**config.mk**
```make
export PLATFORM = sky130hd
export DESIGN_NAME = shg_div
export DESIGN_NICKNAME = d
export VERILOG_FILES = /design/src/sv/shg_pkg.sv /design/src/sv/shg_div.sv
export SDC_FILE = /design/constraint.sdc
export NUM_CORES = 1
export LEC_CHECK = 0
export BUFFER_PORTS_ARGS = -buffer_cell sky130_fd_sc_hd__buf_4
export CORE_MARGIN = 5
export CORE_UTILIZATION = 40
export CTS_CLUSTER_DIAMETER = 40
export DETAILED_ROUTE_END_ITERATION = 6
export HOLD_SLACK_MARGIN = 0.15
export PLACE_DENSITY_LB_ADDON = 0.12
export SLEW_MARGIN = 30
export SYNTH_ARGS = -nofsm -noshare
export SYNTH_HDL_FRONTEND = slang
export SYNTH_SLANG_ARGS = --single-unit
export TNS_END_PERCENT = 20
```
**constraint.sdc**
```tcl
create_clock -name clk -period 5.3 [get_ports clk]
set_clock_uncertainty 0.15 [all_clocks]
set_input_delay 1.06 -clock clk [delete_from_list [all_inputs] [get_ports clk]]
set_output_delay 1.06 -clock clk [all_outputs]
set_load 0.02 [all_outputs]
```
**src/sv/shg_pkg.sv**
```systemverilog
// Shared types and constants for the spatial hash grid neighbor search block.
`timescale 1ns / 1ps

package shg_pkg;

    // Storage sizes
    localparam int MAX_POINTS   = 1024;
    localparam int NUM_BUCKETS  = 1024;
    localparam int BUCKET_DEPTH = 8;
    localparam int PIDX_W       = $clog2(MAX_POINTS);
    localparam int BKT_W        = $clog2(NUM_BUCKETS);
    localparam int SLOT_W       = $clog2(BUCKET_DEPTH);
    localparam int FILL_W       = SLOT_W + 1;
    localparam int CNT_W        = PIDX_W + 1;

    // Field widths
    localparam int COORD_W = 32;
    localparam int RES_W   = 11;
    localparam int SPC_W   = 31;
    localparam int DIV_N   = COORD_W + 1;

    typedef enum logic [1:0] {
        KIND_CLEAR  = 2'd0,
        KIND_INSERT = 2'd1,
        KIND_QUERY  = 2'd2,
        KIND_NONE   = 2'd3
    } kind_t;

    typedef enum logic [1:0] {
        ST_DONE     = 2'd0,
        ST_MATCH    = 2'd1,
        ST_NOMATCH  = 2'd2,
        ST_OVERFLOW = 2'd3
    } status_t;

    typedef enum logic [1:0] {
        CFG_RES_X   = 2'd0,
        CFG_RES_Y   = 2'd1,
        CFG_RES_Z   = 2'd2,
        CFG_SPACING = 2'd3
    } cfg_idx_t;

    typedef struct packed {
        kind_t                      kind;
        logic signed [COORD_W-1:0]  pos_x;
        logic signed [COORD_W-1:0]  pos_y;
        logic signed [COORD_W-1:0]  pos_z;
        logic [SPC_W-1:0]           radius;
    } shg_in_t;

    typedef struct packed {
        status_t                    status;
        logic [PIDX_W-1:0]          point_index;
        logic signed [COORD_W-1:0]  found_x;
        logic signed [COORD_W-1:0]  found_y;
        logic signed [COORD_W-1:0]  found_z;
        logic                       last;
    } shg_out_t;

endpackage

```
**src/sv/shg_div.sv**
```systemverilog
// Radix-2 restoring divider, one quotient bit per cycle.
`timescale 1ns / 1ps

module shg_div (
    input  logic                          clk,
    input  logic                          rst_n,
    input  logic                          start,
    input  logic [shg_pkg::DIV_N-1:0]     dividend,
    input  logic [shg_pkg::SPC_W-1:0]     divisor,
    output logic [shg_pkg::DIV_N-1:0]     quotient,
    output logic [shg_pkg::SPC_W-1:0]     remainder,
    output logic                          done
);

    logic [shg_pkg::DIV_N-1:0] quo_reg;
    logic [shg_pkg::SPC_W-1:0] rem_reg;
    logic [shg_pkg::SPC_W-1:0] dvs_reg;
    logic [5:0]                cnt_reg;
    logic                      run_reg;
    logic                      done_reg;
    logic [shg_pkg::SPC_W:0]   rem_sh;
    logic                      ge;

    // One trial subtraction per cycle.
    assign rem_sh = {rem_reg, quo_reg[shg_pkg::DIV_N-1]};
    assign ge     = rem_sh >= {1'b0, dvs_reg};

    always_ff @(posedge clk or negedge rst_n)
    begin
        if (!rst_n)
        begin
            run_reg  <= 1'b0;
            done_reg <= 1'b0;
            cnt_reg  <= '0;
        end
        else
        begin
            done_reg <= 1'b0;
            if (start)
            begin
                run_reg <= 1'b1;
                cnt_reg <= '0;
            end
            else if (run_reg)
            begin
                cnt_reg <= cnt_reg + 6'd1;
                if (cnt_reg == 6'(shg_pkg::DIV_N - 1))
                begin
                    run_reg  <= 1'b0;
                    done_reg <= 1'b1;
                end
            end
        end
    end

    // Datapath: the dividend shifts out as the quotient shifts in.
    always_ff @(posedge clk)
    begin
        if (start)
        begin
            quo_reg <= dividend;
            rem_reg <= '0;
            dvs_reg <= divisor;
        end
        else if (run_reg)
        begin
            quo_reg <= {quo_reg[shg_pkg::DIV_N-2:0], ge};
            rem_reg <= ge ? shg_pkg::SPC_W'(rem_sh - {1'b0, dvs_reg})
                          : rem_sh[shg_pkg::SPC_W-1:0];
        end
    end

    assign quotient  = quo_reg;
    assign remainder = rem_reg;
    assign done      = done_reg;

endmodule

```
==> impl_metrics.yaml <==
run_status:
  status: "complete, no violations"
run:
  cap_violations: 0
yosys:
  ys.flop_type: "edfxtp_1"
  syn_nets: 699
  syn_area_um2: 6046
  synth_warnings: 0
  synth_top_area_cell: "edfxtp_1"
  synth_cells: 598
  synth-edff-count: 64
  syn_avg_cell_area_um2: 10.11
  yosys-top-cells-area: "edfxtp_1, dfxtp_1, ha_1"
  synth_common_cells: "edfxtp_1, nand2_1, nor2_1"
  synth_top_area_share_pct: 31.79
  ys_seq_area_share_pct: 45.36
  synth.distinct_cells: 69
  synth-seq-cells: 103
  synthArstFlopShare_pct: 7.767
detailed_routing:
  finalWirelength_um: 15090
  routedWlPerCell_um: 16.64
  route.detailed.drc: 0
  vias: 4957
  firstDrtPassIters: 5
  via_per_inst: 5.465
  drtIter0Drc: 282
  ant_nets: 0
floorplanning:
  dieArea_um2: 17670
  die_height_um: 132.9
  core_area_um2: 15030
  ios: 132
  initial_utilization_pct: 40.22
  num_rows: 45
  die_w_um: 132.9
clock_tree:
  clockBufferDepth: 2
  worstSkewPairLatency_ns: 0.36
  htreeDepth: 3
  post_cts_buffers: 0
  cts_buffers: 9
  root_buffer: "clkbuf_16"
  cts.sinks: 103
  cts_hold_buf: 0
  cts_tree: "done"
  cts-resized-gates: 0
  clk_pin_slew_ns: 0.08
power_and_ir_drop:
  power_frac_seq_pct: 36.0
  p_per_area_nw_per_um2: 408.6
  p_clk_share_pct: 21.7
  leakage_nw: 3.235
  combPwrFrac_pct: 42.3
  p_sw_share_pct: 38.41
  power.total_w: 0.003035
  ir_worst_vdd_uv: 226.1
  p_int_w: 0.001870
  switchingPower_w: 0.001166
worst_setup_path:
  worstPathMaxFanout: 19
  crit_path_end_kind: "register"
  crit_type: "reg -> reg"
  start_kind: "register"
  crit_required_ns: 5.41
  r2r_cells: 12
  arrival_ns: 3.85
  reg2reg_setup_slack_ns: 1.57
global_routing:
  track_usage_pct: 17.17
  grt_max_degree: 69
  grt_pass1_wl_um: 24930
  antenna_found_initial: 0
  grt_overflow_total: 0
  grt_pass1_vias: 4950
finish:
  fin_util_pct: 49.41
  area_growth_pct: 22.87
  diodes: 0
  drive_gt1_share_pct: 28.23
  layout.nets: 815
  largest_register_ffs: 33
sta:
  hold_viol: 0
  grt_setup_unrepaired: "false"
  period_share_pct: 70.42
  drv_slew: 0
  max-slew-margin-rel_pct: 44.14
  hold-worst-slack_ns: 0.3592
  fin_tns_setup_ns: 0
  setup_violations: 0
  min_period_ns: 3.732
  worst_slew_pin_slew_ns: 0.8379
  fmax_mhz: 268.0
place:
  io_buffers: 131
  gp_congestion: 0.8634
  dp_hpwl_um: 11130
hold_path:
  hp-class: "in -> async"
==> final timing paths <==
check | from | end
max | quotient[32] | remainder[26]
min | rst_n | cnt_reg[0]
max reg2reg | quotient[32] | remainder[26]
min reg2reg | remainder[7] | remainder[7]
max in group asynchronous | rst_n | run_reg
min in group clk | remainder[7] | remainder[7]
==> critical path: stages (launching register included) <==
cell      delay [ns]
edfxtp_1        0.42
inv_1           0.08
ha_1            0.17
fa_1            0.22
nor2b_1         0.07
o31a_1          0.27
o31a_1          0.32
o31ai_2         0.24
a221o_1         0.46
and2_1          0.49
buf_4           0.34
nor4_1          0.10
o41ai_2         0.30
==> placed cells by master (no fill, tap or decap), types with 6 or more instances in the layout <==
| cell type | n |
|---|---|
| a21o_1 | 12 |
| a21oi_1 | 34 |
| a311oi_1 | 20 |
| and2_1 | 8 |
| buf_4 | 134 |
| clkbuf_16 | 9 |
| dfrtp_1 | 7 |
| dfxtp_1 | 31 |
| edfxtp_1 | 64 |
| ha_1 | 33 |
| inv_1 | 41 |
| mux2_2 | 34 |
| nand2_1 | 64 |
| nand3_1 | 18 |
| nand4_1 | 7 |
| nor2_1 | 45 |
| nor3_1 | 11 |
| o21a_1 | 7 |
| o21ai_0 | 17 |
| o21ai_1 | 6 |
| xnor2_1 | 11 |
| xor2_1 | 9 |
==> cell type report <==
cell class / instances / area (um^2)
fillers: 1408 / 7605
multi-input cells: 424 / 2989
flip-flops and latches: 103 / 2746
repair buffers: 134 / 1006
clock buffers: 10 / 239.0
well taps: 188 / 235.2
inverters: 42 / 157.7
clock inverters: 6 / 55.05
==> routing by layer <==
metal	wire length, um	vias to the layer above	part of all wire [%]	global-route usage, %
met5	0	-	0	0
met4	212	0	1.4	4.503
met3	714	14	4.7	3.954
met2	7532	120	50	29.40
met1	6629	2395	44	21.86
li1	-	2428	-	-
==> cells by family (layout without fill, tap and decap cells) <==
logic type	Yosys count	count (layout)	share of synthesized area (%)
adder cells (fa/ha/maj)	34	34	7.161
AND/OR/NAND/NOR	188	188	14.84
XOR/XNOR	20	20	2.897
buffers and inverters	71	192	5.195
multiplexers	39	39	7.243
AO/OA/AOI/OAI	143	143	17.30
flip-flops	103	103	45.36
==> metrics by stage <==
stage	setup slack, ns	std cells	instance area, um^2
floorplan	2.271	598	6046
global placement	1.757	891	7132
detailed placement	1.608	891	7134
CTS	1.563	907	7428
global route	1.263	907	7428
finish	1.568	907	7428
==> power groups by stage <==
| stage | clock, W | combinational (W) | sequential [W] |
|---|---|---|---|
| 2_1_floorplan | 0 | 0.000809 | 0.00121 |
| 6_report | 0.000659 | 0.00128 | 0.00109 |
| 3_5_place_dp | 0 | 0.00129 | 0.00111 |
| 4_1_cts | 0.000681 | 0.00129 | 0.00109 |
| 5_1_grt | 0.000713 | 0.00142 | 0.00111 |
| 3_3_place_gp | 0 | 0.00127 | 0.00111 |
Power figures use the tool's default switching activity.
